**src/sv/lyp_pkg.sv**
```systemverilog
// Shared types and constants for the look-at yaw/pitch pipeline.
// Used by every module of the block and by its checker; depends on nothing.
`timescale 1ns / 1ps
package lyp_pkg;

  // Coordinate difference width: two 32-bit operands never wrap at 33 bits.
  localparam int DW = 33;
  // CORDIC x/y datapath width; worst-case magnitude stays below 2^59.
  localparam int XW = 62;
  // Angle accumulator width in 2^-16 degree units (|z| < 2^24).
  localparam int ZW = 26;
  // Width of an angle after the Q8.8 rounding shift.
  localparam int RW = ZW - 7;

  localparam int PRESCALE    = 24;
  localparam int GAIN_W      = 26;
  localparam int TABLE_LEN   = 24;

  localparam logic signed [GAIN_W-1:0] GAIN_Q24     = 26'sd27628053;
  localparam logic signed [ZW-1:0]     QUARTER_TURN = 26'sd5898240;
  localparam logic signed [RW-1:0]     YAW_LIMIT    = 19'sd46080;
  localparam logic signed [RW-1:0]     PITCH_LIMIT  = 19'sd23040;

  // round(atan(2^-i) * 180/pi * 2^16)
  localparam logic signed [ZW-1:0] ATAN_TAB [TABLE_LEN] = '{
    26'sd2949120, 26'sd1740967, 26'sd919879, 26'sd466945,
    26'sd234379,  26'sd117304,  26'sd58666,  26'sd29335,
    26'sd14668,   26'sd7334,    26'sd3667,   26'sd1833,
    26'sd917,     26'sd458,     26'sd229,    26'sd115,
    26'sd57,      26'sd29,      26'sd14,     26'sd7,
    26'sd4,       26'sd2,       26'sd1,      26'sd0
  };

  typedef struct packed {
    logic signed [31:0] target_x;
    logic signed [31:0] target_y;
    logic signed [31:0] target_z;
    logic signed [31:0] own_x;
    logic signed [31:0] own_y;
    logic signed [31:0] own_z;
  } lyp_in_t;

  typedef struct packed {
    logic signed [16:0] yaw_deg;
    logic signed [15:0] pitch_deg;
    logic               degenerate;
  } lyp_out_t;

  // State of one item as it moves through the CORDIC stages.
  typedef struct packed {
    logic signed [XW-1:0] x;
    logic signed [XW-1:0] y;
    logic signed [ZW-1:0] z;
    logic signed [ZW-1:0] yaw_z;   // finished yaw angle, set between the two rotators
    logic signed [XW-1:0] dyg;     // vertical offset times gain, start of pitch y
    logic                 dy_zero;
    logic                 degen;
  } lyp_rot_t;

endpackage

```
**src/sv/lyp_rot.sv**
```systemverilog
// One CORDIC vectoring micro-rotation with its pipeline register.
// The shift amount is fixed per instance. Depends on lyp_pkg.
`timescale 1ns / 1ps
module lyp_rot #(
  parameter int SHIFT = 0
) (
  input  logic               clk_i,
  input  logic               rst_ni,
  input  logic               valid_i,
  output logic               ready_o,
  input  lyp_pkg::lyp_rot_t  data_i,
  output logic               valid_o,
  input  logic               ready_i,
  output lyp_pkg::lyp_rot_t  data_o
);

  localparam logic signed [lyp_pkg::ZW-1:0] ANGLE = lyp_pkg::ATAN_TAB[SHIFT];

  logic                            valid_q;
  lyp_pkg::lyp_rot_t               data_q, data_d;
  logic signed [lyp_pkg::XW-1:0]   xs, ys;

  assign xs = data_i.x >>> SHIFT;
  assign ys = data_i.y >>> SHIFT;

  // Rotate toward the x axis; the sign of y picks the direction.
  always_comb begin
    data_d = data_i;
    if (!data_i.y[lyp_pkg::XW-1]) begin
      data_d.x = data_i.x + ys;
      data_d.y = data_i.y - xs;
      data_d.z = data_i.z + ANGLE;
    end else begin
      data_d.x = data_i.x - ys;
      data_d.y = data_i.y + xs;
      data_d.z = data_i.z - ANGLE;
    end
  end

  assign ready_o = !valid_q || ready_i;

  always_ff @(posedge clk_i or negedge rst_ni) begin
    if (!rst_ni) begin
      valid_q <= 1'b0;
    end else if (ready_o) begin
      valid_q <= valid_i;
    end
  end

  always_ff @(posedge clk_i) begin
    if (valid_i && ready_o) begin
      data_q <= data_d;
    end
  end

  assign valid_o = valid_q;
  assign data_o  = data_q;

endmodule

```
**config.mk**
```make
export PLATFORM = sky130hd
export DESIGN_NAME = lyp_rot
export DESIGN_NICKNAME = d
export VERILOG_FILES = /design/src/sv/lyp_pkg.sv /design/src/sv/lyp_rot.sv
export SDC_FILE = /design/constraint.sdc
export NUM_CORES = 1
export LEC_CHECK = 0
export BUFFER_PORTS_ARGS = -buffer_cell sky130_fd_sc_hd__buf_4
export CAP_MARGIN = 20
export CELL_PAD_IN_SITES_DETAIL_PLACEMENT = 0
export CELL_PAD_IN_SITES_GLOBAL_PLACEMENT = 1
export CORE_UTILIZATION = 41
export DETAILED_ROUTE_END_ITERATION = 10
export GPL_TIMING_DRIVEN = 0
export HOLD_SLACK_MARGIN = 0.12
export PLACE_DENSITY_LB_ADDON = 0.1
export SETUP_SLACK_MARGIN = 0.1
export SLEW_MARGIN = 20
export SYNTH_ARGS = -nofsm -noshare
export SYNTH_HDL_FRONTEND = slang
export SYNTH_SLANG_ARGS = --single-unit
```
**constraint.sdc**
```tcl
create_clock -name clk_i -period 7.1 [get_ports clk_i]
set_clock_uncertainty 0.05 [all_clocks]
set_input_delay 0.71 -clock clk_i [delete_from_list [all_inputs] [get_ports clk_i]]
set_output_delay 0.71 -clock clk_i [all_outputs]
set_load 0.1 [all_outputs]
```
==> impl_metrics.ini <==
[status]
outcome = completed

[timing]
setup_viol = 0
fin_ws_ns = 2.62
finalHoldViolCount = 0
min_period_ns = 4.48
slew_viol_final = 0
timing.final.crit_share_pct = 63.1
fmax_mhz = 223
slew_headroom_pct = 18.4
tightest_slew_ns = 1.21
rsz0062_at_grt = false
setup_tns_ns = 0

[clock_tree]
clk_pin_slew_ns = 0.06
cts_root_buffer = clkbuf_16
cts.sinks = 240
h-tree-depth = 1
post_cts_buffers = 0
clock_latency_ns = 0.58
cts_buffers = 27
cts_tree = built
cts_max_path_buffers = 3

[synth]
synth.avg_cell_area_um2 = 9.10
ys_ff_latch = 240
ys.warnings.count = 0
synth_top_area_cell = edfxtp_1
ys_seq_area_share_pct = 36.0
syn-num-nets = 2654
async_flop_share_pct = 0.417
synth_edf_count = 239
syn_inst = 2199
synthTopCellsByArea = edfxtp_1 36%, ha_1 13%, a21oi_1 6.6%
synth_area_um2 = 20000
synth_flop_cell = edfxtp_1
yosysTopAreaCellShare_pct = 35.9
synth_cell_types = 97

[critical_path]
crit_required_ns = 7.37
slowest_stage = nor4b_1
crit_path_end_kind = register
startpoint_type = primary input
critPathArrivalTime_ns = 4.74
crit_top_cell = inv_1
crit_path_cell_trace = buf_4 -> inv_1 -> ha_1 -> inv_1 -> buf_1 -> nand4_1 -> nor4b_1 -> inv_1 -> a31oi_1 -> o211ai_1 -> a211oi_1 -> a211oi_1 -> xnor2_1
crit_type = in2reg
cp_max_fo = 10
slowest_delay_ns = 0.62

[global_route]
grt_max_degree = 61
grt_pass1_wl_mm = 126
groute.usage.overall_pct = 33.7
grt_antenna_before_repair = 7
overflow = 0
first_global_vias = 19100

[detailed_routing]
totalWireLength_mm = 86.4
postRouteAntennaNets = 0
first_pass_iters = 6
drc = 0
drt_iter0_drc = 1792
routedWlPerCell_um = 25.8
num_vias = 19800
vias_per_cell = 5.91

[power]
internal_power_mw = 3.22
ir_drop_mv = 0.186
p_switching_mw = 2.54
report.power.total_mw = 5.76
seqPwrFrac_pct = 31.1
leakage_nw = 10.9
sw_frac_of_total_pct = 44.1
combPwrFrac_pct = 44.8
powerDensity_nw_per_um2 = 227
clkPwrFrac_pct = 24.1

[floorplanning]
die_width_um = 223
fp-row-count = 80
initial_core_util_pct = 41.8
coreArea_um2 = 47900
die_h_um = 223
pin_count = 486
dieArea_um2 = 49700

[finish]
drive_gt1_share_pct = 22.8
design_area_um2 = 25400
area_growth_pct = 26.9
nNetsFinal = 3173
fill_cells = 4520

[place]
globalplace.congestion = 0.988
placedInstanceArea_um2 = 24500
numPortBuffers = 485
dpl_worst_slack_ns = 2.29
place_hpwl_mm = 70.6

[worst_hold_path]
hold_class = in2reg

[run]
drv_cap = 0
==> power by group through the flow <==
stage,combinational (mW),sequential (mW),clock [mW]
finish,2.58,1.79,1.39
global route,2.69,1.80,1.45
CTS,2.55,1.79,1.41
detailed placement,2.54,1.82,0
global placement,2.53,1.83,0
floorplan,0.904,2.70,0
==> placed cells by master (no fill, tap or decap), types with 53 or more instances in the layout <==
cell / count
ha_1: 207
edfxtp_1: 239
o21ai_0: 144
nor2_1: 182
o21bai_1: 53
buf_4: 490
inv_1: 193
a21oi_1: 262
xnor2_1: 110
nand2_1: 113
==> layer usage <==
metal / global-route usage (%) / vias up / share of wire, %
li1: - / 9064 / -
met3: 5.04 / 153 / 7.4
met1: 45.1 / 9644 / 42
met4: 11.5 / 4 / 3.3
met5: 0 / - / 0.031
met2: 55.6 / 952 / 47
==> path summary, 6_finish.rpt <==
check                            start     endpoint  slack, ns  cells past startpoint
hold / removal              data_i[14]   data_o[14]       0.25                      1
setup reg to reg               valid_o  data_o[167]       4.69                      5
hold reg to reg                valid_o      valid_o       0.50                      2
min in group asynchronous       rst_ni      valid_o       0.40                      2
max in group asynchronous       rst_ni      valid_o       6.52                      2
setup / recovery           data_i[153]  data_o[176]       2.62                     13
==> cells in the mapped netlist, types with 22 or more instances <==
cell and number:
a31oi_1 24, o21bai_1 53, a211oi_1 28, nor3_1 39, nor4_1 22, edfxtp_1 239
mux2i_1 29, buf_2 33, nand3_1 30, nand4_1 35, o31ai_1 31, xnor2_1 110
ha_1 207, clkbuf_1 41, nor2b_1 29, inv_1 193, nor2_1 182, o21ai_0 144
a21oi_1 262, o211ai_1 30, nand2_1 113, a21o_1 48
==> timing repair <==
item | CTS | global route
resized for setup | 0 | 0
hold buffers | 1 | 0
endpoints found under the hold margin | 1 | 0
==> worst max-delay path, delay by kind of cell <==
family                     cells  cell delay (ns)
AOI/OAI and AO/OA              4             1.27
xor gates and xnor gates       1             0.43
buffers and inverters          5             0.89
and+or+nand+nor                2             1.10
adders and majority gates      1             0.33
==> area by class of cell <==
class / instances / area (µm²) / area share, %
plain buffers: 94 / 433 / 1.70
repair buffers: 490 / 3750 / 14.8
inverters: 205 / 769 / 3.03
well taps: 615 / 769 / 3.03
multi-input cells: 1660 / 11600 / 45.7
flip-flops and latches: 240 / 7200 / 28.3
clock inverters: 14 / 164 / 0.645
diodes: 5 / 12.5 / 0.0492
clock buffers: 29 / 683 / 2.69
==> cell families (layout without fill, tap and decap cells) <==
group / after synthesis / in the layout / share of synthesized area [%]
xor+xnor: 122 / 122 / 5.34
compound gates: 754 / 754 / 24.3
fa+ha+maj: 211 / 211 / 13.3
flops: 240 / 240 / 36.0
mux: 30 / 30 / 1.51
other cells: 0 / 5 / 0
buf+inv: 299 / 832 / 5.99
simple gates: 543 / 543 / 13.5
==> state kept, by name, indices dropped and copies added, names as in the netlist <==
register	count
data_o	239
valid_o	1
==> metrics by stage <==
step	utilization, %	hold WS [ns]	instances
after floorplan	-	0.364	2199
after global placement	51.0	0.436	3299
after detailed placement	51.2	0.438	3303
after CTS	53.0	0.225	3347
after global routing	53.0	0.232	3350
final	53.0	0.249	3352
Power figures use the tool's default switching activity.
