`src/sv/lyp_pkg.sv`:
```
// Shared types and constants for the look-at yaw/pitch pipeline.
// Used by every module of the block and by its checker; depends on nothing.
`timescale 1ns / 1ps
package lyp_pkg;

  // Coordinate difference width: two 32-bit operands never wrap at 33 bits.
  localparam int DW = 33;
  // CORDIC x/y datapath width; worst-case magnitude stays below 2^59.
  localparam int XW = 62;
  // Angle accumulator width in 2^-16 degree units (|z| < 2^24).
  localparam int ZW = 26;
  // Width of an angle after the Q8.8 rounding shift.
  localparam int RW = ZW - 7;

  localparam int PRESCALE    = 24;
  localparam int GAIN_W      = 26;
  localparam int TABLE_LEN   = 24;

  localparam logic signed [GAIN_W-1:0] GAIN_Q24     = 26'sd27628053;
  localparam logic signed [ZW-1:0]     QUARTER_TURN = 26'sd5898240;
  localparam logic signed [RW-1:0]     YAW_LIMIT    = 19'sd46080;
  localparam logic signed [RW-1:0]     PITCH_LIMIT  = 19'sd23040;

  // round(atan(2^-i) * 180/pi * 2^16)
  localparam logic signed [ZW-1:0] ATAN_TAB [TABLE_LEN] = '{
    26'sd2949120, 26'sd1740967, 26'sd919879, 26'sd466945,
    26'sd234379,  26'sd117304,  26'sd58666,  26'sd29335,
    26'sd14668,   26'sd7334,    26'sd3667,   26'sd1833,
    26'sd917,     26'sd458,     26'sd229,    26'sd115,
    26'sd57,      26'sd29,      26'sd14,     26'sd7,
    26'sd4,       26'sd2,       26'sd1,      26'sd0
  };

  typedef struct packed {
    logic signed [31:0] target_x;
    logic signed [31:0] target_y;
    logic signed [31:0] target_z;
    logic signed [31:0] own_x;
    logic signed [31:0] own_y;
    logic signed [31:0] own_z;
  } lyp_in_t;

  typedef struct packed {
    logic signed [16:0] yaw_deg;
    logic signed [15:0] pitch_deg;
    logic               degenerate;
  } lyp_out_t;

  // State of one item as it moves through the CORDIC stages.
  typedef struct packed {
    logic signed [XW-1:0] x;
    logic signed [XW-1:0] y;
    logic signed [ZW-1:0] z;
    logic signed [ZW-1:0] yaw_z;   // finished yaw angle, set between the two rotators
    logic signed [XW-1:0] dyg;     // vertical offset times gain, start of pitch y
    logic                 dy_zero;
    logic                 degen;
  } lyp_rot_t;

endpackage

```
`src/sv/lyp_prep.sv`:
```
// Front end: coordinate differences, then prescale, quadrant fold and gain multiply.
// Two register stages with per-stage valid and ready. Depends on lyp_pkg.
`timescale 1ns / 1ps
module lyp_prep (
  input  logic               clk_i,
  input  logic               rst_ni,
  input  logic               valid_i,
  output logic               ready_o,
  input  lyp_pkg::lyp_in_t   data_i,
  output logic               valid_o,
  input  logic               ready_i,
  output lyp_pkg::lyp_rot_t  data_o
);

  logic                            v1_q;
  logic                            rdy1;
  logic signed [lyp_pkg::DW-1:0]   dx_q, dy_q, dz_q;
  logic signed [lyp_pkg::DW-1:0]   dx_d, dy_d, dz_d;

  logic                            v2_q;
  logic                            rdy2;
  lyp_pkg::lyp_rot_t               s2_q, s2_d;

  logic signed [lyp_pkg::XW-1:0]   xp, yp;
  logic signed [lyp_pkg::DW+lyp_pkg::GAIN_W-1:0] prod;

  assign dx_d = lyp_pkg::DW'(data_i.target_x) - lyp_pkg::DW'(data_i.own_x);
  assign dy_d = lyp_pkg::DW'(data_i.target_y) - lyp_pkg::DW'(data_i.own_y);
  assign dz_d = lyp_pkg::DW'(data_i.target_z) - lyp_pkg::DW'(data_i.own_z);

  assign rdy2    = !v2_q || ready_i;
  assign rdy1    = !v1_q || rdy2;
  assign ready_o = rdy1;

  always_ff @(posedge clk_i or negedge rst_ni) begin
    if (!rst_ni) begin
      v1_q <= 1'b0;
      v2_q <= 1'b0;
    end else begin
      if (rdy1) v1_q <= valid_i;
      if (rdy2) v2_q <= v1_q;
    end
  end

  always_ff @(posedge clk_i) begin
    if (valid_i && rdy1) begin
      dx_q <= dx_d;
      dy_q <= dy_d;
      dz_q <= dz_d;
    end
    if (v1_q && rdy2) begin
      s2_q <= s2_d;
    end
  end

  assign xp   = lyp_pkg::XW'(dz_q) <<< lyp_pkg::PRESCALE;
  assign yp   = lyp_pkg::XW'(dx_q) <<< lyp_pkg::PRESCALE;
  assign prod = dy_q * lyp_pkg::GAIN_Q24;

  // Fold the left half-plane onto the right so vectoring starts with x >= 0.
  always_comb begin
    s2_d         = '0;
    s2_d.x       = xp;
    s2_d.y       = yp;
    s2_d.z       = '0;
    s2_d.yaw_z   = '0;
    s2_d.dyg     = lyp_pkg::XW'(prod);
    s2_d.dy_zero = (dy_q == '0);
    s2_d.degen   = (dx_q == '0) && (dz_q == '0);
    if (xp < 0) begin
      if (yp >= 0) begin
        s2_d.x = yp;
        s2_d.y = -xp;
        s2_d.z = lyp_pkg::QUARTER_TURN;
      end else begin
        s2_d.x = -yp;
        s2_d.y = xp;
        s2_d.z = -lyp_pkg::QUARTER_TURN;
      end
    end
  end

  assign valid_o = v2_q;
  assign data_o  = s2_q;

endmodule

```
`config.mk`:
```
export PLATFORM = sky130hd
export DESIGN_NAME = lyp_prep
export DESIGN_NICKNAME = d
export VERILOG_FILES = /design/src/sv/lyp_pkg.sv /design/src/sv/lyp_prep.sv
export SDC_FILE = /design/constraint.sdc
export NUM_CORES = 1
export LEC_CHECK = 0
export ABC_AREA = 1
export BUFFER_PORTS_ARGS = -buffer_cell sky130_fd_sc_hd__buf_2
export CORE_MARGIN = 2
export CORE_UTILIZATION = 45
export DETAILED_ROUTE_END_ITERATION = 6
export GPL_TIMING_DRIVEN = 0
export PLACE_DENSITY = 0.67
export SETUP_SLACK_MARGIN = 0.05
export SYNTH_ARGS = -nofsm -noshare
export SYNTH_HDL_FRONTEND = slang
export SYNTH_SLANG_ARGS = --single-unit
```
`constraint.sdc`:
```
create_clock -name clk_i -period 7.85 [get_ports clk_i]
set_input_delay 1.57 -clock clk_i [delete_from_list [all_inputs] [get_ports clk_i]]
set_output_delay 1.57 -clock clk_i [all_outputs]
set_load 0.02 [all_outputs]
```
==> metrics, run 1 <==
row count=97; Post-synth top flop=edfxtp_1; post-DR vias/cell=5.00; synthesized netlist cell count=3851; Syn Std Cell Area=0.0318 sq mm; Residual DRC=0; final setup violation count=0; Yosys reg bits=241; Global Route Usage Sum=25.0%; Die Area=0.0729 sq mm; post-synthesis sequential area ratio=22.7%; CTS tree=done; Yosys cell types=50; FMAX=0.146 GHz; post-synth top area cell=edfxtp_1; crit path kind=flop to flop; Clk pin slew, worst setup/hold paths=60 ps; vias in the first global route=26500; height of the chip=270 um; grt total ovfl=0; initial drt markers=1657; vias=26500; synth warn=0; core box area=0.0700 sq mm; clk buf depth=3; total CTS buffers=29; Final Hold Fails=0; Final Util=51.8%; hold buffer count at cts=0; measured slew at the worst slew-check pin=750 ps; Tmin final=6870 ps; Placer Congestion=1.01; # H-tree levels=1; Setup Skew=35.4 ps; post-CTS sizing=0; final WL=91700 um; final net count=5237; crit path DAT=7220 ps; initial antenna violation count=11; I/O Pins=438; Layout area overhead=13.9%; Final Cycle Share=87.5%; Worst slew margin=49.5%; fillers=6722; clock sink count=241; die width=270 um; Detail Placement HPWL=78400 um; async set or reset register ratio after synthesis=0.830%; ANT nets after route=0; RSZ-0062 raised after global routing=false; first-pass GRT wire length=143000 um; FF/Latch Area=0.00723 sq mm; Synth top area share=22.5%; Max Cap Viol=0; Initial Util=45.5%; Hold Crit Class=flop to flop; WL/cell=17.3 um; largest net degree at the start of global routing=53; layout cells sized above 1=12.6%; Pins Over Slew Limit=0; clock latency on the worst-skew pair=610 ps; maximum fanout along the worst path=10; Startpoint Class=flop; CTS root buf=clkbuf_16; # port buffers=346; EDFF count, synth=239; status=finished, final reports clean; multi-input logic area=0.0208 sq mm; top cells by area, synth=edfxtp_1 (23%), fa_1 (18%), ha_1 (17%), inv_1 (10%), nand2_1 (7.0%); Post-CTS Setup Inserts=0; DR pass1 iterations=6; Syn Area/Cell=8.27 sq um; crit path capture type=flop; CP required=8200 ps
==> critical path: stages (launching register included) <==
cell	delay [ps]
edfxtp_1	780
inv_1	390
ha_1	430
inv_1	60
fa_1	500
inv_1	40
ha_1	390
fa_1	530
fa_1	540
inv_1	50
fa_1	500
fa_1	540
inv_1	40
ha_1	420
nand2_1	110
nor2_1	130
inv_1	70
nor3_1	390
nand2_1	140
nor2_1	290
nor2_1	110
nand3_1	80
nand2_1	80
==> sequential cells by signal, summed over array words and instances (netlist names) <==
register	count
v1_q	1
dy_q	33
valid_o	1
data_o	140
dz_q	33
dx_q	33
==> synthesized netlist by cell type, types with 6 or more instances <==
library cell,instances
nand2_1,596
nand4_1,36
or2_1,7
nor2_1,321
a31oi_1,19
o21ai_1,27
fa_1,279
o21a_1,21
nor4_1,12
edfxtp_1,239
o21ai_0,177
a21boi_0,6
nand2_2,9
nand3b_1,11
ha_1,432
a21o_1,22
a21oi_2,6
inv_1,878
xnor2_1,49
nand3_1,138
buf_4,100
xor2_1,132
o21bai_1,17
nor3_1,48
clkbuf_1,22
a21oi_1,190
==> layout make-up <==
| class | instances | area share, % |
|---|---|---|
| Multi-Input combinational cell | 2690 | 57.3 |
| Sequential cell | 241 | 19.9 |
| Inverter | 883 | 9.14 |
| Timing Repair Buffer | 353 | 5.20 |
| Tap cell | 940 | 3.24 |
| Buffer | 132 | 2.46 |
| Clock buffer | 32 | 2.03 |
| Clock inverter | 16 | 0.655 |
| Antenna cell | 7 | 0.0483 |
==> metal layers <==
layer / routed length, um / track usage (%) / vias up
met5: 31 / 0 / -
met4: 2960 / 8.17 / 6
met3: 5860 / 3.38 / 167
met2: 43400 / 42.5 / 928
met1: 39400 / 32.8 / 12300
li1: - / - / 13000
==> layout by cell type, fill, tap and decap left out, types with 12 or more instances in the layout <==
cell / instances
inv_1: 877
nand2_1: 596
ha_1: 432
buf_2: 350
nor2_1: 321
fa_1: 279
edfxtp_1: 239
a21oi_1: 189
o21ai_0: 177
nand3_1: 138
xor2_1: 132
buf_4: 100
conb_1: 96
xnor2_1: 49
nor3_1: 48
nand4_1: 36
clkbuf_16: 29
o21ai_1: 27
clkbuf_1: 25
a21o_1: 22
o21a_1: 21
a31oi_1: 19
o21bai_1: 17
nor4_1: 12
==> stage by stage <==
step                setup TNS (ps)  cell area [sq um]  setup WS [ps]  cells  hold slack (ps)
finish                           0              36300            978   5294              451
global route                     0              36300            678   5294              478
CTS                              0              36300           1050   5287              453
detailed placement               0              35300           1040   5239              438
global placement            -76420              35100           -578   5232              438
floorplan                        0              32200           1700   3946              424
==> worst paths after layout <==
path | startpoint | to | slack (ps) | cells after the start
worst max-delay path | dy_q[30] | data_o[56] | 980 | 22
worst min-delay path | dz_q[32] | data_o[107] | 450 | 0
worst max register to register | dy_q[30] | data_o[56] | 980 | 22
worst min register to register | dz_q[32] | data_o[107] | 450 | 0
max in group asynchronous | rst_ni | valid_o | 6990 | 1
min in group asynchronous | rst_ni | v1_q | 760 | 1
==> cell families after synthesis <==
group           count (synthesis)  synth area share [%]
flops                         241                  22.7
fa+ha+maj                     711                  34.5
compound gates                507                  8.88
buf+inv                      1015                  13.2
simple gates                 1193                  15.6
xor+xnor                      183                  5.08
other cells                     1                0.0118
Power of run 1 is not shown: default switching activity piles up to over one toggle a cycle in this logic, so the estimate is an artifact.
==> run 2, diff against run 1 <==
- BUFFER_PORTS_ARGS: -buffer_cell sky130_fd_sc_hd__buf_2 -> -buffer_cell sky130_fd_sc_hd__clkbuf_2
- CTS_CLUSTER_DIAMETER: not set -> 30
==> run 2 against run 1 <==
Maximum frequency is 1.9% higher. Non-clock buffer count stayed put. Cell count is 0.93% higher. Clock skew is 20 ps higher. Setup slack better by 130 ps. Worst hold slack better by 7.9 ps. Sequential share of layout area is 0.52 points lower. Clock-buffer cell count is 27 higher. Critical path depth stayed put. Die area stayed put. Critical path type unchanged. Largest cell class unchanged.
==> metrics, run 2 (synthesized netlist as in run 1, its figures left out) <==
Area after DPL=0.0353 sq mm; Post-CTS Setup Inserts=0; Detail Placement HPWL=78800 um; top sig layer=met5; Setup Skew=55.9 ps; Global Route Usage Sum=25.1%; Tmin final=6740 ps; Max Cap Viol=0; WL/cell=17.3 um; row count=97; total CTS buffers=54; RR Endpoint=data_o[56]; setup TNS=0 ps; crit path capture type=flop; worst hold start=dz_q[32]; clock sink count=241; most frequent cells in the layout=inv_1 (877), nand2_1 (596), ha_1 (432); Hold Crit Class=flop to flop; Worst Hold End=data_o[107]; R2R depth=22; dpl ws=1100 ps; largest net degree at the start of global routing=66; max FFs per register=140; met3 wire length=6160 um; crit path kind=flop to flop; measured slew at the worst slew-check pin=775 ps; Startpoint Class=flop; die width=270 um; # port buffers=346; Pins Over Slew Limit=0; RSZ-0062 raised after global routing=false; Clk pin slew, worst setup/hold paths=50 ps; final WL=92400 um; CP required=8220 ps; final net count=5262; DR pass1 iterations=6; Die Area=0.0729 sq mm; maximum fanout along the worst path=10; commonest non-fill, non-tap cell in the layout=inv_1; post-CTS sizing=0; FMAX=0.148 GHz; layout cells sized above 1=13.6%; Residual DRC=0; hold buffer count at cts=0; setup slack, reg-to-reg=1110 ps; Final Hold Fails=0; grt total ovfl=0; post-DR vias/cell=4.99; vias in the first global route=26400; core box area=0.0700 sq mm; height of the chip=270 um; initial drt markers=1781; CTS root buf=clkbuf_16; met1 wire length=39200 um; WL met2=44400 um; crit path DAT=7110 ps; vias=26700; ANT nets after route=0; status=finished, final reports clean; CTS tree=done; clock latency on the worst-skew pair=640 ps; # H-tree levels=2; initial antenna violation count=4; Final Cycle Share=85.9%; Final Instance Area=0.0372 sq mm; clk buf depth=3; final setup violation count=0; Worst slew margin=48.3%; Critical R2R Launch=dy_q[30]; worst setup margin=1110 ps; I/O Pins=438; first-pass GRT wire length=143000 um; hold path cells=0; Initial Util=45.5%; Placer Congestion=0.985; Layout area overhead=16.9%
==> run 2: cell types whose count changed in the layout (fill, tap and decap cells not counted) <==
cell,before,now
buf_2,350,4
clkbuf_2,0,346
clkbuf_16,29,54
inv_8,0,7
clkinv_4,1,7
diode_2,7,2
inv_6,3,7
bufinv_16,5,8
clkinvlp_4,2,5
clkbuf_1,25,27
clkinv_16,0,2
clkinv_2,2,4
==> run 2: worst max-delay path by stage <==
stage,start,end,slack (ps)
2_1_floorplan,ready_i,data_o[0],1700
3_3_place_gp,ready_i,data_o[237],-560
3_5_place_dp,dy_q[30],data_o[56],1100
4_1_cts,dy_q[12],data_o[56],1140
5_1_grt,dy_q[4],data_o[55],820
6_report,dy_q[30],data_o[56],1110
==> run 2: worst max-delay path, cell delays in order (launching register included) <==
cell      delay (ps)
edfxtp_1         780
inv_1            380
ha_1             410
inv_1             60
fa_1             490
inv_1             40
ha_1             380
fa_1             530
fa_1             540
inv_1             50
fa_1             500
fa_1             550
inv_1             40
ha_1             400
nand2_1          110
nor2_1           130
inv_1             70
nor3_1           390
nand2_1          130
nor2_1           260
nor2_1           110
nand3_1           80
nand2_1           70
==> run 2: layer usage <==
layer  vias up  GRT usage (%)
met5         -              0
met4         2           6.96
met3       139           3.78
met2       862           43.5
met1     12600           32.4
li1      13100              -
==> run 2: area by class of cell <==
class | instances | area [sq um]
Fill cell | 6651 | 32800
Multi-Input combinational cell | 2690 | 20800
Sequential cell | 241 | 7230
Inverter | 883 | 3320
Timing Repair Buffer | 353 | 1890
Clock buffer | 59 | 1370
Tap cell | 940 | 1180
Buffer | 132 | 891
Clock inverter | 43 | 587
Antenna cell | 2 | 5.00
==> run 2: metrics by stage <==
stage | cells | util, % | hold WS, ps
finish | 5343 | 53.2 | 459
global route | 5343 | 53.2 | 480
CTS | 5341 | 53.2 | 459
detailed placement | 5239 | 50.4 | 441
global placement | 5232 | 50.1 | 432
floorplan | 3946 | - | 424
Power of run 2 is left out for the same reason.
