$ cat config.mk
export PLATFORM = sky130hd
export DESIGN_NAME = lyp_out
export DESIGN_NICKNAME = d
export VERILOG_FILES = /design/src/sv/lyp_pkg.sv /design/src/sv/lyp_out.sv
export SDC_FILE = /design/constraint.sdc
export NUM_CORES = 1
export LEC_CHECK = 0
export BUFFER_PORTS_ARGS = -buffer_cell sky130_fd_sc_hd__buf_2
export CAP_MARGIN = 20
export CORE_MARGIN = 1
export CORE_UTILIZATION = 25
export DETAILED_ROUTE_END_ITERATION = 12
export GPL_ROUTABILITY_DRIVEN = 0
export GPL_TIMING_DRIVEN = 0
export HOLD_SLACK_MARGIN = 0.03
export RECOVER_POWER = 100
export SLEW_MARGIN = 10
export SYNTH_ARGS = -nofsm -noshare
export SYNTH_HDL_FRONTEND = slang
export SYNTH_SLANG_ARGS = --single-unit
$ cat constraint.sdc
create_clock -name clk_i -period 1.8 [get_ports clk_i]
set_input_delay 0.09 -clock clk_i [delete_from_list [all_inputs] [get_ports clk_i]]
set_output_delay 0.09 -clock clk_i [all_outputs]
set_load 0.02 [all_outputs]
$ cat src/sv/lyp_pkg.sv
// Shared types and constants for the look-at yaw/pitch pipeline.
// Used by every module of the block and by its checker; depends on nothing.
`timescale 1ns / 1ps
package lyp_pkg;

  // Coordinate difference width: two 32-bit operands never wrap at 33 bits.
  localparam int DW = 33;
  // CORDIC x/y datapath width; worst-case magnitude stays below 2^59.
  localparam int XW = 62;
  // Angle accumulator width in 2^-16 degree units (|z| < 2^24).
  localparam int ZW = 26;
  // Width of an angle after the Q8.8 rounding shift.
  localparam int RW = ZW - 7;

  localparam int PRESCALE    = 24;
  localparam int GAIN_W      = 26;
  localparam int TABLE_LEN   = 24;

  localparam logic signed [GAIN_W-1:0] GAIN_Q24     = 26'sd27628053;
  localparam logic signed [ZW-1:0]     QUARTER_TURN = 26'sd5898240;
  localparam logic signed [RW-1:0]     YAW_LIMIT    = 19'sd46080;
  localparam logic signed [RW-1:0]     PITCH_LIMIT  = 19'sd23040;

  // round(atan(2^-i) * 180/pi * 2^16)
  localparam logic signed [ZW-1:0] ATAN_TAB [TABLE_LEN] = '{
    26'sd2949120, 26'sd1740967, 26'sd919879, 26'sd466945,
    26'sd234379,  26'sd117304,  26'sd58666,  26'sd29335,
    26'sd14668,   26'sd7334,    26'sd3667,   26'sd1833,
    26'sd917,     26'sd458,     26'sd229,    26'sd115,
    26'sd57,      26'sd29,      26'sd14,     26'sd7,
    26'sd4,       26'sd2,       26'sd1,      26'sd0
  };

  typedef struct packed {
    logic signed [31:0] target_x;
    logic signed [31:0] target_y;
    logic signed [31:0] target_z;
    logic signed [31:0] own_x;
    logic signed [31:0] own_y;
    logic signed [31:0] own_z;
  } lyp_in_t;

  typedef struct packed {
    logic signed [16:0] yaw_deg;
    logic signed [15:0] pitch_deg;
    logic               degenerate;
  } lyp_out_t;

  // State of one item as it moves through the CORDIC stages.
  typedef struct packed {
    logic signed [XW-1:0] x;
    logic signed [XW-1:0] y;
    logic signed [ZW-1:0] z;
    logic signed [ZW-1:0] yaw_z;   // finished yaw angle, set between the two rotators
    logic signed [XW-1:0] dyg;     // vertical offset times gain, start of pitch y
    logic                 dy_zero;
    logic                 degen;
  } lyp_rot_t;

endpackage

$ cat src/sv/lyp_out.sv
// Back end: rounds both angles to Q8.8, clamps them, applies the special cases.
// Holds the output register. Depends on lyp_pkg.
`timescale 1ns / 1ps
module lyp_out (
  input  logic               clk_i,
  input  logic               rst_ni,
  input  logic               valid_i,
  output logic               ready_o,
  input  lyp_pkg::lyp_rot_t  data_i,
  output logic               valid_o,
  input  logic               ready_i,
  output lyp_pkg::lyp_out_t  data_o
);

  logic                            valid_q;
  lyp_pkg::lyp_out_t               data_q, data_d;
  logic signed [lyp_pkg::ZW:0]     yaw_sum, pit_sum;
  logic signed [lyp_pkg::RW-1:0]   yaw_r, pit_r, yaw_c, pit_c, pit_n;

  assign yaw_sum = lyp_pkg::ZW'(data_i.yaw_z) + (lyp_pkg::ZW+1)'(128);
  assign pit_sum = lyp_pkg::ZW'(data_i.z) + (lyp_pkg::ZW+1)'(128);
  assign yaw_r   = lyp_pkg::RW'(yaw_sum >>> 8);
  assign pit_r   = lyp_pkg::RW'(pit_sum >>> 8);

  always_comb begin
    yaw_c = yaw_r;
    if (yaw_r > lyp_pkg::YAW_LIMIT)  yaw_c = lyp_pkg::YAW_LIMIT;
    if (yaw_r < -lyp_pkg::YAW_LIMIT) yaw_c = -lyp_pkg::YAW_LIMIT;
    pit_c = pit_r;
    if (pit_r > lyp_pkg::PITCH_LIMIT)  pit_c = lyp_pkg::PITCH_LIMIT;
    if (pit_r < -lyp_pkg::PITCH_LIMIT) pit_c = -lyp_pkg::PITCH_LIMIT;
  end

  assign pit_n = -pit_c;

  always_comb begin
    data_d.yaw_deg    = 17'(yaw_c);
    data_d.pitch_deg  = data_i.dy_zero ? '0 : 16'(pit_n);
    data_d.degenerate = 1'b0;
    if (data_i.degen) begin
      data_d.yaw_deg    = '0;
      data_d.pitch_deg  = '0;
      data_d.degenerate = 1'b1;
    end
  end

  assign ready_o = !valid_q || ready_i;

  always_ff @(posedge clk_i or negedge rst_ni) begin
    if (!rst_ni) begin
      valid_q <= 1'b0;
    end else if (ready_o) begin
      valid_q <= valid_i;
    end
  end

  always_ff @(posedge clk_i) begin
    if (valid_i && ready_o) begin
      data_q <= data_d;
    end
  end

  assign valid_o = valid_q;
  assign data_o  = data_q;

endmodule

==> impl_results.md, run 1 <==
* Outcome: complete, but fails checks
* Failing checks: negative setup slack
* Syn avg cell area at ~8.5 um^2
* Syn_nets at around 630
* Post-synthesis register bit count at 35
* Final worst setup slack at -1330 ps
* Pwr Total at between 2000 and 3000 uW
* Crit path max fanout at 5
* Std-Cell Rows at just over 40
* Core ar. at 12,600 um^2
* Pre-antenna DRT Iters at 4
* Synth top area share at 0.316
* Hold Slack at approximately 100 ps
* Layout cell share with drive strength beyond 1 at 0.414
* Cells after DPL at roughly 600
* Die Ht at approximately 120 um
* Slew margin rel. at 0.435
* Area leader, netlist: edfxtp_1
* Fmax at 320 MHz
* Detailed Place HPWL at around 7700 um
* Arrival @ worst endpoint at roughly 3200 ps
* Total GRT Usage at 0.166
* Deepest clock path buffer count at 2
* Die width at 116 um
* Final setup viols at 28
* Cts bufs inserted at 5
* Final core occ at 0.410
* CP Cell Sequence: buf_8, ha_4, nand4_4, buf_4, nor3_4, or4b_1, a31oi_2, a2111oi_4, a211oi_4, buf_6, nand2_4, ha_4, inv_4, a221oi_4, a21boi_4, a31oi_1, xnor2_1, o21ai_1
* Number of synthesized flops with an enable pin at 34
* Largest stage delay on the critical path at ~530 ps
* Final ANT Viol Nets at 0
* DRC Markers at 0
* Register area share after synthesis at 0.324
* Die area at 13,400 um^2
* CTS root buffer: clkbuf_16
* First-pass GRT wire length at 17,100 um
* Worst-path clk slew at 50 ps
* Worst Clk Skew at ~2.6 ps
* Vias/cell at between 5 and 6
* Static Leakage at 0.00194 uW
* Most common cell in the synthesized netlist: nor2_1
* Max-cap violations at 0
* Worst slew pin tran at between 800 and 900 ps
* Worst setup SP type: primary input
* Final Non-Filler Cells at between 600 and 700
* Final Hold Vio Count at 0
* Synth Flop Type: edfxtp_1
* Min Tclk post-route at about 3100 ps
* Nets at a little under 800
* Levels on crit path at 18
* Gr ovfl total at 0
* Final Cycle Share at 1.74
* Critical path class: in2reg
* Vias in the first global route at around 3,400
* Layout area overhead at 60.0%
* Post-synth top cells: nor2_1, nand2_1, edfxtp_1, a21oi_1, xnor2_1
* Synth Warn # at 0
* RSZ-0062 raised after global routing: yes
* Max Slew Vio Count at 0
* I/O pin count at 280
* Slowest cell on crit path: or4b_1
* Synth cell types at between 60 and 70
* WP data required at 1830 ps
* Pre-CTS setup slack at -2100 ps
* Hold WC Path Type: in2async
* CTS sink count at 35
* CTS tree: built
* I/O Buffers at 65
* Power density cells at roughly 510 nW/um^2
* Syn Inst Count at between 300 and 400
* Cell family with most CP delay: compound AO/OA/AOI/OAI gates
* Total inserted antenna cells at 0
* Cell depth of the worst flop-to-flop path at 2
* Most used cell, CP: ha_4
* DRT iter0 DRCs at between 150 and 200
* Clk_lat worst skew at between 200 and 300 ps
* Antenna violations before repair at 0
* DR WL/cell at ~16 um
* Synth area leaders: edfxtp_1, xnor2_1, nor2_1, a21oi_1, nand2_1
* Max VDD drop at 0.292 mV
* Crit. End Element: flop
* Register-to-register setup slack at 200 ps
* Via count at between 3,000 and 4,000
* Async set-reset flop share out of synthesis at 0.0286
* H-tree levels at 2
* Largest net degree at the start of global routing at 35
* Final WL at approximately 11,000 um
* Buf+Inv Stages, Crit Path at 4
* Mapped Area at roughly 3200 um^2
* # fillers at roughly 1,200
* Initial core utilization at 0.256
-- layout by cell type, fill, tap and decap left out, types with 7 or more instances in the layout --
cell type	Yosys	layout
nand4_1	15	15
nor2_1	43	33
clkbuf_4	0	7
buf_4	5	67
inv_1	12	11
and3_1	8	7
xnor2_1	25	21
a31oi_1	10	8
clkbuf_1	6	42
buf_6	2	14
a21oi_1	28	20
nand3_1	17	14
a21oi_2	0	8
buf_2	6	17
nor2_2	0	7
nand2_1	37	24
edfxtp_1	34	34
nand2b_1	7	7
nand2_2	0	8
xor2_1	12	10
buf_8	0	8
-- layer usage --
metal  up-vias  GRT usage  wire, um
li1       1703          -         -
met3        25     0.0669       966
met1      1680      0.190      4500
met4         0     0.0624       350
met2       119      0.278      5370
met5         -          0         0
-- report_power, final --
group	total (uW)	internal (uW)	switching, uW
logic	835	350	485
registers	968	953	14.9
clock network	836	515	321
-- worst register-to-register path, stage by stage (launching register included) --
cell      delay, ps
dfrtp_1         370
nand2b_1        120
and2_2          720
-- logic make-up after synthesis --
kind of cell / Yosys count / share of synthesized area
compound gates: 87 / 0.183
xor+xnor: 37 / 0.100
fa+ha+maj: 3 / 0.0116
buf+inv: 32 / 0.0500
flops: 35 / 0.324
mux: 4 / 0.0124
simple gates: 183 / 0.319
-- final timing paths --
kind | from | to
worst max-delay path | data_i[97] | data_o[13]
worst min-delay path | rst_ni | valid_o
worst max register to register | valid_o | data_o[7]
worst min register to register | valid_o | valid_o
max in group asynchronous | rst_ni | valid_o
min in group clk_i | data_i[0] | data_o[0]
-- per-stage QoR --
stage	instance area, um^2	TNS, ps
after floorplan	3510	-14490
after global placement	4050	-28500
after detailed placement	4050	-29430
after CTS	4820	-14550
after global routing	5170	-18240
final	5170	-15090
-- area by class of cell --
class / instances / area [um^2] / share of cell area
plain buffers: 19 / 179 / 0.0346
multi-input cells: 314 / 2590 / 0.501
clock buffers: 8 / 136 / 0.0264
well taps: 172 / 215 / 0.0416
flip-flops and latches: 35 / 1050 / 0.202
inverters: 12 / 47.5 / 0.00920
repair buffers: 138 / 955 / 0.185
-- flip-flops by register name (all words and copies together), names as in the netlist --
| name | cells |
|---|---|
| data_o | 34 |
| valid_o | 1 |
-- what timing repair did --
item	in CTS	in global routing
pin swaps	46	32
endpoints found under the setup margin	32	32
endpoints found under the hold margin	2	0
gates resized for setup	66	50
setup buffers	44	30
hold buffers	2	0
No activity file was read; power rests on OpenSTA's default activity.
==> run 2, diff against run 1 <==
--- a/config.mk
+++ b/config.mk
@@ -13,7 +13,9 @@
 export GPL_ROUTABILITY_DRIVEN = 0
 export GPL_TIMING_DRIVEN = 0
 export HOLD_SLACK_MARGIN = 0.03
+export PLACE_DENSITY = 0.68
 export RECOVER_POWER = 100
+export SKIP_LAST_GASP = 1
 export SLEW_MARGIN = 10
 export SYNTH_ARGS = -nofsm -noshare
 export SYNTH_HDL_FRONTEND = slang
==> impl_results.md, run 2 (synthesized netlist as in run 1, its figures left out) <==
* Worst Setup SP: data_i[97]
* Max Slew Vio Count at 0
* Final setup viols at 32
* Worst slew pin tran at roughly 820 ps
* Nets at around 790
* Vias in the first global route at ~3,700
* Crit path max fanout at 4
* CTS root buffer: clkbuf_16
* CTS tree: built
* Total inserted antenna cells at 0
* Min Tclk post-route at 3270 ps
* Max-cap violations at 0
* Final Cycle Share at 1.81
* Pre-CTS setup slack at -2110 ps
* Core ar. at ~13,000 um^2
* RSZ-0062 raised after global routing: yes
* Critical path class: in2reg
* DRC Markers at 0
* Most common cell after layout, fill and taps aside: buf_4
* First-pass GRT wire length at 18,700 um
* Std-Cell Rows at 41
* Fmax at around 310 MHz
* Cells after DPL at roughly 620
* Largest net degree at the start of global routing at 35
* TNS Setup at -18,560 ps
* Power density cells at between 400 and 500 nW/um^2
* DR WL/cell at between 15 and 20 um
* DRT iter0 DRCs at 192
* H-tree levels at 2
* Most frequent cells in the layout: buf_4, clkbuf_1, buf_6, edfxtp_1, nand2_1
* Final worst setup slack at -1470 ps
* Max reg flops at 34
* I/O Buffers at 65
* Crit. End Element: flop
* Arrival @ worst endpoint at 3280 ps
* Die area at 13,400 um^2
* Static Leakage at 0.00210 uW
* Failing checks: negative setup slack
* CTS sink count at 35
* Final Non-Filler Cells at slightly above 700
* Hold Slack at roughly 36 ps
* Slew margin rel. at 0.452
* Worst setup SP type: primary input
* Initial core utilization at 0.256
* Pre-antenna DRT Iters at 4
* Final WL at around 12,000 um
* I/O pin count at between 200 and 300
* Gr ovfl total at 0
* Layout area overhead at 71.6%
* Hold WC Path Type: in2reg
* Vias/cell at around 5.2
* Layout cell share with drive strength beyond 1 at 0.475
* Clk_lat worst skew at 270 ps
* Worst-path clk slew at 50 ps
* Worst Clk Skew at 6.32 ps
* WP data required at about 1800 ps
* Final Hold Vio Count at 0
* Max VDD drop at roughly 0.28 mV
* Detailed Place HPWL at about 7600 um
* Die width at around 120 um
* Total GRT Usage at 0.180
* Reg2reg start: valid_o
* Final ANT Viol Nets at 0
* Via count at 3,727
* Die Ht at around 120 um
* Deepest clock path buffer count at 2
* # fillers at roughly 1,200
* Cts bufs inserted at 5
* Outcome: complete, but fails checks
* Min-delay src: valid_i
* Antenna violations before repair at 0
## run 2: cell count changes in the layout (fill, tap and decap cells not counted), moves of 3 or more
cell	before	now
buf_6	14	34
nor2_1	33	23
nor2_2	7	15
buf_2	17	20
buf_4	67	70
clkbuf_1	42	39
clkbuf_4	7	4
## run 2: routing by layer
layer,vias up,GRT usage,share of wire
met1,1793,0.207,0.38
met4,0,0.0684,0.029
met2,150,0.306,0.50
li1,1755,-,-
met3,29,0.0654,0.093
met5,-,0,0
## run 2: through the flow
step | instance area (um^2) | total power, uW | util
2_1_floorplan | 3510 | 1420 | -
3_3_place_gp | 4050 | 1610 | 0.321
3_5_place_dp | 4050 | 1620 | 0.321
4_1_cts | 5170 | 2630 | 0.410
5_1_grt | 5550 | 2830 | 0.439
6_report | 5550 | 2710 | 0.439
## run 2: repair_timing
| item | CTS | global route |
|---|---|---|
| buffers inserted | 72 | 20 |
| endpoints found under the hold margin | 1 | 0 |
| setup endpoints to repair | 32 | 32 |
| hold buffers | 1 | 0 |
| pin swaps | 50 | 55 |
| cloned | 1 | 0 |
| gates resized for setup | 99 | 60 |
## run 2: where the power goes
part	internal (uW)	leakage, uW	switching (uW)
clock network	511	0.0000679	308
registers	954	0.000348	15.0
logic	398	0.00168	528
total	1860	0.00210	851
## run 2: final timing paths
| check | end | slack [ps] | cells after the start |
|---|---|---|---|
| worst max-delay path | data_o[13] | -1470 | 20 |
| worst min-delay path | valid_o | 40 | 2 |
| worst max register to register | data_o[18] | 220 | 2 |
| worst min register to register | valid_o | 550 | 2 |
| max in group asynchronous | valid_o | 1600 | 2 |
| min in group asynchronous | valid_o | 120 | 2 |
## run 2: critical path: stages
cell and delay, ps:
buf_8 80, ha_4 160, nand4_4 110, buf_6 150
buf_6 110, nor3_4 250, or4b_4 530, a31oi_4 190
a2111oi_4 70, a211oi_4 310, buf_6 170, nand2_4 50
ha_4 170, inv_4 60, a221oi_4 40, a21boi_4 170
buf_6 120, a31oi_4 170, xnor2_1 150, o21ai_1 100
## run 2: area by class of cell
cell class / count / area [um^2] / area share
inverter: 12 / 47.5 / 0.00857
sequential: 35 / 1050 / 0.189
buffer: 19 / 183 / 0.0329
multi-input combinational: 315 / 2750 / 0.496
tap: 172 / 215 / 0.0388
clock inverter: 1 / 5.00 / 0.000903
timing repair buffer: 158 / 1170 / 0.211
clock buffer: 7 / 133 / 0.0239
